File: config.mk
export PLATFORM = sky130hd
export DESIGN_NAME = priority_ordered_task_list_top
export DESIGN_NICKNAME = d
export VERILOG_FILES = /design/src/rtl/core/potl_pkg.sv /design/src/rtl/core/potl_front.sv /design/src/rtl/core/potl_back.sv /design/src/rtl/core/priority_ordered_task_list_top.sv
export VERILOG_INCLUDE_DIRS = /design/src /design/src/rtl/core
export SDC_FILE = /design/constraint.sdc
export NUM_CORES = 1
export LEC_CHECK = 0
export BUFFER_PORTS_ARGS = -buffer_cell sky130_fd_sc_hd__buf_2
export CAP_MARGIN = 40
export CORE_UTILIZATION = 41
export CTS_CLUSTER_DIAMETER = 120
export DETAILED_ROUTE_END_ITERATION = 16
export SLEW_MARGIN = 20
export SYNTH_ARGS = -nofsm -noshare
export SYNTH_HDL_FRONTEND = slang
export SYNTH_SLANG_ARGS = --single-unit
File: constraint.sdc
create_clock -name clk -period 8.7 [get_ports clk]
set_input_delay 1.74 -clock clk [delete_from_list [all_inputs] [get_ports clk]]
set_output_delay 1.74 -clock clk [all_outputs]
set_load 0.05 [all_outputs]
File: src/rtl/core/priority_ordered_task_list_top_macros.svh
// ----------------------------------------------------------------------------
// Assertion macros for the priority-ordered task list
// Shared concurrent assertion forms, clocked on clk and disabled in reset.
// ----------------------------------------------------------------------------
`ifndef PRIORITY_ORDERED_TASK_LIST_TOP_MACROS_SVH
`define PRIORITY_ORDERED_TASK_LIST_TOP_MACROS_SVH

// Consequent checked in the same cycle as the antecedent.
`define POTL_ASSERT_SAME(label, ante, cons, msg) \
	label: assert property (@(posedge clk) disable iff (!arst_n) (ante) |-> (cons)) \
		else $error(msg);

// Consequent checked in the cycle after the antecedent.
`define POTL_ASSERT_NEXT(label, ante, cons, msg) \
	label: assert property (@(posedge clk) disable iff (!arst_n) (ante) |=> (cons)) \
		else $error(msg);

`endif

File: src/rtl/core/potl_pkg.sv
// ----------------------------------------------------------------------------
// Priority-ordered task list package
// Sizes, request and status codes, and the transaction types shared by the
// front end, the back end and the top level.
// ----------------------------------------------------------------------------
`default_nettype none

package potl_pkg;

	localparam int DEPTH    = 32;
	localparam int TAG_BITS = 16;
	localparam int IDX_W    = $clog2(DEPTH);
	localparam int CNT_W    = $clog2(DEPTH + 1);
	localparam int COUNT_W  = 6;
	localparam int STATUS_W = 3;
	localparam int PRI_W    = 2;
	localparam int REQ_W    = 2;

	localparam logic [REQ_W-1:0] REQ_INSERT = 2'd0;
	localparam logic [REQ_W-1:0] REQ_READ   = 2'd1;
	localparam logic [REQ_W-1:0] REQ_REMOVE = 2'd2;
	localparam logic [REQ_W-1:0] REQ_CLEAR  = 2'd3;

	localparam logic [PRI_W-1:0] PRI_NONE = 2'd0;

	localparam logic [STATUS_W-1:0] ST_OK       = 3'd0;
	localparam logic [STATUS_W-1:0] ST_FULL     = 3'd1;
	localparam logic [STATUS_W-1:0] ST_NOTFOUND = 3'd2;
	localparam logic [STATUS_W-1:0] ST_EMPTY    = 3'd3;
	localparam logic [STATUS_W-1:0] ST_BADPRI   = 3'd4;

	typedef enum logic [2:0] {
		OP_INSERT,
		OP_INSERT_BAD,
		OP_READ,
		OP_REMOVE,
		OP_REMOVE_BAD,
		OP_CLEAR
	} op_t;

	typedef enum logic [1:0] {
		BK_IDLE,
		BK_READ,
		BK_REMOVE,
		BK_REMOVE_END
	} back_state_t;

	typedef struct packed {
		logic [REQ_W-1:0]    req_type;
		logic [TAG_BITS-1:0] task_tag;
		logic [PRI_W-1:0]    priority_req;
	} req_t;

	typedef struct packed {
		logic [TAG_BITS-1:0] entry_tag;
		logic [PRI_W-1:0]    entry_priority;
		logic [COUNT_W-1:0]  entry_count;
		logic [STATUS_W-1:0] status;
		logic                last;
	} rsp_t;

	// Classified command handed from the front end to the back end.
	typedef struct packed {
		op_t                 op;
		logic [TAG_BITS-1:0] tag;
		logic [PRI_W-1:0]    pri;
	} cmd_t;

endpackage

`default_nettype wire

File: src/rtl/core/potl_front.sv
// ----------------------------------------------------------------------------
// Priority-ordered task list front end
// Accepts request transactions, classifies them and queues them in a
// two-entry command queue for the back end.
// ----------------------------------------------------------------------------
`default_nettype none

module potl_front (
	input  wire logic          clk,
	input  wire logic          arst_n,
	input  wire logic          req_valid,
	output logic               req_stall,
	input  wire potl_pkg::req_t req,
	output logic               cmd_valid,
	output potl_pkg::cmd_t     cmd,
	input  wire logic          cmd_pop
);

	import potl_pkg::*;

	cmd_t       queue_q [2];
	logic       wr_ptr_q;
	logic       rd_ptr_q;
	logic [1:0] fill_q;
	logic       push;
	cmd_t       cls;

	assign req_stall = (fill_q == 2'd2);
	assign push      = req_valid && !req_stall;
	assign cmd_valid = (fill_q != 2'd0);
	assign cmd       = queue_q[rd_ptr_q];

	// A bad priority is only an error for insert and remove.
	always_comb begin
		cls.tag = req.task_tag;
		cls.pri = req.priority_req;
		case (req.req_type)
			REQ_INSERT: cls.op = (req.priority_req == PRI_NONE) ? OP_INSERT_BAD : OP_INSERT;
			REQ_READ:   cls.op = OP_READ;
			REQ_REMOVE: cls.op = (req.priority_req == PRI_NONE) ? OP_REMOVE_BAD : OP_REMOVE;
			REQ_CLEAR:  cls.op = OP_CLEAR;
			default:    cls.op = OP_CLEAR;
		endcase
	end

	always_ff @(posedge clk or negedge arst_n) begin
		if (!arst_n) begin
			wr_ptr_q <= 1'b0;
			rd_ptr_q <= 1'b0;
			fill_q   <= 2'd0;
		end else begin
			if (push) begin
				wr_ptr_q <= !wr_ptr_q;
			end
			if (cmd_pop) begin
				rd_ptr_q <= !rd_ptr_q;
			end
			if (push && !cmd_pop) begin
				fill_q <= fill_q + 2'd1;
			end else if (!push && cmd_pop) begin
				fill_q <= fill_q - 2'd1;
			end
		end
	end

	always_ff @(posedge clk) begin
		if (push) begin
			queue_q[wr_ptr_q] <= cls;
		end
	end

endmodule

`default_nettype wire

File: src/rtl/core/potl_back.sv
// ----------------------------------------------------------------------------
// Priority-ordered task list back end
// Holds the sorted entry store, runs the request sequencer and drives the
// response output register.
// ----------------------------------------------------------------------------
`default_nettype none

module potl_back (
	input  wire logic           clk,
	input  wire logic           arst_n,
	input  wire logic           cmd_valid,
	input  wire potl_pkg::cmd_t cmd,
	output logic                cmd_pop,
	output logic                rsp_valid,
	input  wire logic           rsp_stall,
	output potl_pkg::rsp_t      rsp
);

	import potl_pkg::*;

	logic [TAG_BITS-1:0] tag_mem [DEPTH];
	logic [PRI_W-1:0]    pri_mem [DEPTH];

	back_state_t         state_q, state_d;
	logic [CNT_W-1:0]    count_q, count_d;
	logic [IDX_W-1:0]    rd_idx_q, rd_idx_d;
	logic [CNT_W-1:0]    wr_cnt_q, wr_cnt_d;
	logic [PRI_W-1:0]    rm_pri_q, rm_pri_d;

	logic                rsp_valid_q;
	rsp_t                rsp_q;

	logic                can_emit;
	logic                emit;
	rsp_t                emit_rsp;
	logic                ins_en;
	logic                rm_wr_en;
	logic [DEPTH-1:0]    ge;
	logic [TAG_BITS-1:0] rd_tag;
	logic [PRI_W-1:0]    rd_pri;
	logic                rd_last;
	logic [CNT_W-1:0]    removed;

	assign rsp_valid = rsp_valid_q;
	assign rsp       = rsp_q;
	assign can_emit  = !rsp_valid_q || !rsp_stall;
	assign rd_tag    = tag_mem[rd_idx_q];
	assign rd_pri    = pri_mem[rd_idx_q];
	assign rd_last   = (CNT_W'(rd_idx_q) + CNT_W'(1)) == count_q;
	assign removed   = count_q - wr_cnt_q;

	// Cell i is at or past the insert point when it is unused or holds a
	// lower priority than the new entry. The store is sorted, so this is a
	// suffix of the cells.
	always_comb begin
		for (int i = 0; i < DEPTH; i++) begin
			ge[i] = (CNT_W'(i) >= count_q) || (pri_mem[i] > cmd.pri);
		end
	end

	always_comb begin
		state_d  = state_q;
		count_d  = count_q;
		rd_idx_d = rd_idx_q;
		wr_cnt_d = wr_cnt_q;
		rm_pri_d = rm_pri_q;
		cmd_pop  = 1'b0;
		emit     = 1'b0;
		emit_rsp = '0;
		ins_en   = 1'b0;
		rm_wr_en = 1'b0;
		emit_rsp.last = 1'b1;
		case (state_q)
			BK_IDLE: begin
				if (cmd_valid && can_emit) begin
					cmd_pop = 1'b1;
					case (cmd.op)
						OP_INSERT_BAD: begin
							emit = 1'b1;
							emit_rsp.entry_count = COUNT_W'(count_q);
							emit_rsp.status      = ST_BADPRI;
						end
						OP_INSERT: begin
							emit = 1'b1;
							if (count_q == CNT_W'(DEPTH)) begin
								emit_rsp.entry_count = COUNT_W'(count_q);
								emit_rsp.status      = ST_FULL;
							end else begin
								ins_en  = 1'b1;
								count_d = count_q + CNT_W'(1);
								emit_rsp.entry_count = COUNT_W'(count_d);
								emit_rsp.status      = ST_OK;
							end
						end
						OP_READ: begin
							if (count_q == '0) begin
								emit = 1'b1;
								emit_rsp.status = ST_EMPTY;
							end else begin
								rd_idx_d = '0;
								state_d  = BK_READ;
							end
						end
						OP_REMOVE_BAD: begin
							emit = 1'b1;
							if (count_q == '0) begin
								emit_rsp.status = ST_EMPTY;
							end else begin
								emit_rsp.entry_count = COUNT_W'(count_q);
								emit_rsp.status      = ST_BADPRI;
							end
						end
						OP_REMOVE: begin
							if (count_q == '0) begin
								emit = 1'b1;
								emit_rsp.status = ST_EMPTY;
							end else begin
								rd_idx_d = '0;
								wr_cnt_d = '0;
								rm_pri_d = cmd.pri;
								state_d  = BK_REMOVE;
							end
						end
						OP_CLEAR: begin
							emit = 1'b1;
							if (count_q == '0) begin
								emit_rsp.status = ST_EMPTY;
							end else begin
								count_d = '0;
								emit_rsp.status = ST_OK;
							end
						end
						default: begin
							emit = 1'b1;
							emit_rsp.status = ST_EMPTY;
						end
					endcase
				end
			end
			BK_READ: begin
				if (can_emit) begin
					emit = 1'b1;
					emit_rsp.entry_tag      = rd_tag;
					emit_rsp.entry_priority = rd_pri;
					emit_rsp.entry_count    = COUNT_W'(count_q);
					emit_rsp.status         = ST_OK;
					emit_rsp.last           = rd_last;
					rd_idx_d = rd_idx_q + IDX_W'(1);
					if (rd_last) begin
						state_d = BK_IDLE;
					end
				end
			end
			BK_REMOVE: begin
				// Compact in place: survivors move down to the write index.
				if (rd_pri != rm_pri_q) begin
					rm_wr_en = 1'b1;
					wr_cnt_d = wr_cnt_q + CNT_W'(1);
				end
				rd_idx_d = rd_idx_q + IDX_W'(1);
				if (rd_last) begin
					state_d = BK_REMOVE_END;
				end
			end
			BK_REMOVE_END: begin
				if (can_emit) begin
					emit = 1'b1;
					emit_rsp.entry_count = COUNT_W'(removed);
					emit_rsp.status      = (removed != '0) ? ST_OK : ST_NOTFOUND;
					count_d = wr_cnt_q;
					state_d = BK_IDLE;
				end
			end
			default: begin
				state_d = BK_IDLE;
			end
		endcase
	end

	always_ff @(posedge clk or negedge arst_n) begin
		if (!arst_n) begin
			state_q     <= BK_IDLE;
			count_q     <= '0;
			rsp_valid_q <= 1'b0;
		end else begin
			state_q <= state_d;
			count_q <= count_d;
			if (emit) begin
				rsp_valid_q <= 1'b1;
			end else if (!rsp_stall) begin
				rsp_valid_q <= 1'b0;
			end
		end
	end

	always_ff @(posedge clk) begin
		rd_idx_q <= rd_idx_d;
		wr_cnt_q <= wr_cnt_d;
		rm_pri_q <= rm_pri_d;
		if (emit) begin
			rsp_q <= emit_rsp;
		end
	end

	// Each cell either keeps its value, takes the new entry, takes its lower
	// neighbor during an insert, or takes a survivor during a remove pass.
	for (genvar g = 0; g < DEPTH; g++) begin : g_cell
		always_ff @(posedge clk) begin
			if (ins_en) begin
				if (g == 0) begin
					if (ge[0]) begin
						tag_mem[0] <= cmd.tag;
						pri_mem[0] <= cmd.pri;
					end
				end else if (ge[g] && !ge[(g == 0) ? 0 : g - 1]) begin
					tag_mem[g] <= cmd.tag;
					pri_mem[g] <= cmd.pri;
				end else if (ge[(g == 0) ? 0 : g - 1]) begin
					tag_mem[g] <= tag_mem[(g == 0) ? 0 : g - 1];
					pri_mem[g] <= pri_mem[(g == 0) ? 0 : g - 1];
				end
			end else if (rm_wr_en && (wr_cnt_q[IDX_W-1:0] == IDX_W'(g))) begin
				tag_mem[g] <= rd_tag;
				pri_mem[g] <= rd_pri;
			end
		end
	end

endmodule

`default_nettype wire

File: src/rtl/core/priority_ordered_task_list_top.sv
// ----------------------------------------------------------------------------
// Priority-ordered task list, top level
// Sorted store of up to DEPTH tagged tasks with insert, read-out, remove by
// priority and clear requests.
// ----------------------------------------------------------------------------
// The block keeps up to DEPTH entries (a task tag and a priority from 1 high
// to 3 low) in ascending priority, with equal priorities in arrival order.
// Each request transaction on the req channel produces exactly one response
// transaction on the rsp channel, except a read-out of a non-empty store,
// which produces one response per entry in order with last set on the final
// one. Requests pass through a two-entry command queue, so up to two more
// requests are taken while a long one is still being carried out; req_stall
// rises only when that queue is full. In the back end an insert, a clear, and
// any request that fails on taking its command (a bad priority, a full or an
// empty store) are carried out and answered as the command is taken, since
// the insert shifts every entry behind the insert point in one step. A
// read-out takes the command and then sends the held entries one at a time,
// as the single read port of the entry store allows. A remove takes the
// command, walks the store once, one entry per cycle, and then reports. The
// response sits in an output register that is refilled in the cycle it is
// taken, so a stalled rsp channel holds the back end but not the front end.
// The store needs no clearing after reset: only entries below the held count
// are ever read.
// ----------------------------------------------------------------------------
`default_nettype none
`include "priority_ordered_task_list_top_macros.svh"

module priority_ordered_task_list_top (
	input  wire logic           clk,
	input  wire logic           arst_n,
	input  wire logic           req_valid,
	output logic                req_stall,
	input  wire potl_pkg::req_t req,
	output logic                rsp_valid,
	input  wire logic           rsp_stall,
	output potl_pkg::rsp_t      rsp
);

	import potl_pkg::*;

	logic cmd_valid;
	cmd_t cmd;
	logic cmd_pop;

	// Front end: accept and classify requests, queue them as commands.
	potl_front u_front (
		.clk       (clk),
		.arst_n    (arst_n),
		.req_valid (req_valid),
		.req_stall (req_stall),
		.req       (req),
		.cmd_valid (cmd_valid),
		.cmd       (cmd),
		.cmd_pop   (cmd_pop)
	);

	// Back end: the sorted store, the request sequencer and the output register.
	potl_back u_back (
		.clk       (clk),
		.arst_n    (arst_n),
		.cmd_valid (cmd_valid),
		.cmd       (cmd),
		.cmd_pop   (cmd_pop),
		.rsp_valid (rsp_valid),
		.rsp_stall (rsp_stall),
		.rsp       (rsp)
	);

	// The back end only takes a command that the queue actually holds.
	`POTL_ASSERT_SAME(a_pop_needs_cmd, cmd_pop, cmd_valid, "command popped from empty queue")

	// Every error status ends its request with a single response.
	`POTL_ASSERT_SAME(a_error_is_last, rsp_valid && (rsp.status != ST_OK), rsp.last,
		"error response without last")

	// Only read-out entries carry a priority, so any other response is final.
	`POTL_ASSERT_SAME(a_plain_is_last, rsp_valid && (rsp.entry_priority == PRI_NONE), rsp.last,
		"non-entry response without last")

	// Entries of one read-out leave in ascending priority.
	`POTL_ASSERT_NEXT(a_readout_sorted,
		rsp_valid && !rsp_stall && !rsp.last && (rsp.entry_priority != PRI_NONE),
		!rsp_valid || (rsp.entry_priority >= $past(rsp.entry_priority)),
		"read-out entries out of priority order")

endmodule

`default_nettype wire
==> metrics.md <==
| Metric | Value |
|---|---|
| Crit start category | flop |
| Worst R2R Path Depth | 14 |
| Yosys reg bits | between 600 and 700 |
| Critical path arrival | ~6.0 ns |
| Clock buffer depth | 3 |
| Port Buf Inserts | 53 |
| Post-Route WL | approximately 150000 um |
| Vias in the first global route | ~29000 |
| Largest net degree at the start of global routing | between 40 and 50 |
| Hold buffers post-CTS | 0 |
| Via/cell ratio | around 6.3 |
| Crit Path Max Fanout | 40 |
| Worst skew pair latency | between 0.6 and 0.7 ns |
| Post-synthesis average cell area | 13.50 um2 |
| Layout cells sized above 1 | a little under a fifth |
| Mux cell area share after synthesis | a little over a third |
| Synth Area in Adders | 2.574% |
| Die Wd | 324.3 um |
| Drt first pass iters | 6 |
| Post-Synth XOR/XNOR Area | less than 1% |
| Simple-gate share of the synthesized area | a little over 4% |
| Combinational power share | between 50% and 60% |
| Final setup vio count | 0 |
| Seq pwr share | between 20% and 30% |
| Final period utilization | between 60% and 70% |
| Hold_ws | just over 0.5 ns |
| Slew HR | approximately 41% |
| Clk root buf | clkbuf_16 |
| Worst Tran Pin Value | 0.8653 ns |
| Slew Viols, Final | 0 |
| Worst setup EP type | flop |
| Worst hold path type | flop to flop |
| Commonest cells after routing, fill and taps aside | mux2i_1 (1076), edfxtp_1 (659), mux4_2 (160), o21ai_0 (112), a21oi_1 (109) |
| Initial antenna violation count | 5 |
| Area delta synth->final | 11.34% |
| Die area | ~0.11 mm2 |
| PD cells | ~400 mW/mm2 |
| Max-cap violations | 0 |
| Hold path cells | 1 |
| Setup bufs post-CTS | 0 |
| TNS Setup | 0 ns |
| Routability congestion estimate | approximately 0.97 |
| Final Non-Filler Cells | between 4000 and 5000 |
| # DRC | 0 |
| Core ar. | between 0.1 and 0.15 mm2 |
| Clock Power Share | a little under a fifth |
| Status | completed |
| Fin crit period | 5.646 ns |
| Post_cts resized | 0 |
| Mapped Nets | approximately 3300 |
| Layout Skew | around 0.034 ns |
| P_leak | between 10 and 15 nW |
| Endpoints failing hold | 0 |
| Final ANT Viol Nets | 0 |
| Worst-path clk slew | approximately 0.06 ns |
| Sw Share | a little under half |
| Synthesized area | 0.04258 mm2 |
| 1st-iter DRT viols | 3335 |
| Compound-Gate Fraction of Synth Area | under 10% |
| Int Power | 9.806 mW |
| Crit Path Category | flop to flop |
| P_sw | 8.832 mW |
| Wire per inst | about 34 um |
| Top Ports | between 50 and 60 |
| Mapped Cells | approximately 3200 |
| First-pass GRT wire length | approximately 220000 um |
| Fmax | ~180 MHz |
| Seq/Total Area, Yosys | approximately 47% |
| Most common cell after layout, fill and taps aside | mux2i_1 |
| Reg2reg setup slack | just over 3 ns |
| Register cell area after layout | 0.02023 mm2 |
| Gr ovfl total | 0 |
| Row count | approximately 120 |
| Placed Cells | 4402 |
| Total GRT Usage | ~29% |
| Syn. warnings | 0 |
| Die Height | around 320 um |
| Critical Path RT | between 9 and 10 ns |
| Main synth FF type | edfxtp_1 |
| Multi-input combinational cell area | about 0.021 mm2 |
| Initial Util | a little over two fifths |
| Filler cell count | roughly 8900 |
| Worst vdd ir | 0.3213 mV |
| RSZ-0062 raised after global routing | false |
| Post-DP HPWL | 106500 um |
| Ys async rst share | under 10% |
| CTS tree | built |
| Largest family of logic cells by synthesized area | multiplexers |
| Nets | 3246 |
| Cts bufs inserted | roughly 80 |
| Detailed-route via count | ~29000 |
| Distinct cells, synth | 69 |
| Clk sinks | a little under 700 |
| Depth of the CTS H-tree | 3 |
| Number of synthesized flops with an enable pin | between 600 and 700 |
==> cells in the mapped netlist (13+ instances only) <==
cell type	n	area share, %
ha_1	86	2.5
nand2b_1	21	0.31
xnor2_1	13	0.27
buf_12	27	1.3
inv_1	81	0.71
mux2_2	23	0.61
clkbuf_1	164	1.4
buf_2	59	0.69
nor2_1	102	0.90
nand2_1	105	0.93
a211oi_2	26	0.76
nor2b_1	35	0.51
o21ai_0	112	1.3
mux4_2	160	8.5
buf_6	43	1.1
and2_1	21	0.31
edfxtp_1	659	46
a22oi_1	20	0.35
mux2i_1	1094	26
a21oi_1	114	1.3
dfrtp_1	13	0.76
==> per-layer routing <==
layer | GRT usage, % | wire, um | up-vias
li1 | - | - | 12038
met1 | 37.61 | 60410 | 14915
met2 | 45.01 | 69030 | 1605
met3 | 7.297 | 14380 | 374
met4 | 16.78 | 10030 | 12
met5 | 0 | 83 | -
==> path summary, 6_finish.rpt <==
| path | startpoint | to |
|---|---|---|
| max | flop | u_back.tag_mem[23][9] |
| min | u_front.fill_q[1] | u_front.fill_q[1] |
| max reg2reg | flop | u_back.tag_mem[23][9] |
| min reg2reg | u_front.fill_q[1] | u_front.fill_q[1] |
| max in group asynchronous | arst_n | u_back.count_q[0] |
| min in group asynchronous | arst_n | u_back.count_q[3] |
==> sequential cells by signal, indices dropped and copies added, names as in the netlist, 2 cells and up, named ones only <==
register         cells
u_back.tag_mem     512
u_back.state_q       2
u_back.rm_pri_q      2
u_back.rsp          28
u_back.rd_idx_q      5
u_back.count_q       6
u_front.fill_q       2
u_front.queue_q     42
u_back.pri_mem      64
u_back.wr_cnt_q      6
==> through the flow <==
step / total power, mW / setup WS (ns) / util (%) / cell area (um2)
3_3_place_gp: 14.45 / 2.561 / 42.82 / 43810
6_report: 18.64 / 3.054 / 46.33 / 47410
3_5_place_dp: 14.90 / 2.988 / 43.48 / 44490
5_1_grt: 19.19 / 2.950 / 46.33 / 47400
2_1_floorplan: 10.56 / 4.375 / - / 42580
4_1_cts: 18.43 / 3.082 / 46.10 / 47180
==> logic make-up after synthesis <==
logic type	Yosys count
AO/OA/AOI/OAI	337
AND/OR/NAND/NOR	355
multiplexers	1277
buffers and inverters	394
flip-flops	677
XOR/XNOR	26
adder cells (fa/ha/maj)	87
==> power by group through the flow <==
stage          combinational, mW  sequential (mW)  clock [mW]
2_1_floorplan               5.53             5.03           0
3_3_place_gp                9.39             5.06           0
3_5_place_dp                9.87             5.02           0
4_1_cts                     9.92             4.96        3.54
5_1_grt                     10.5             5.01        3.65
6_report                    10.2             4.98        3.50
==> area by class of cell <==
cell class / instances / share of cell area (%)
Multi-Input combinational cell: 2082 / 43.39
Sequential cell: 677 / 42.67
Clock buffer: 101 / 4.524
Timing Repair Buffer: 210 / 4.009
Tap cell: 1368 / 3.611
Clock inverter: 50 / 1.143
Inverter: 82 / 0.6493
Antenna cell: 1 / 0.005279
==> critical path, stage by stage, from the launching register on <==
cell and delay, ns:
dfxtp_4 0.51, buf_16 0.30, buf_4 0.50, mux2i_1 0.17
a22oi_1 0.25, a211oi_1 0.11, or4_2 0.68, buf_4 0.35
xor2_4 0.30, buf_4 0.35, buf_12 0.23, a211oi_4 0.26
buf_4 0.42, or2_1 0.53, buf_8 0.23
Power figures use the tool's default switching activity.
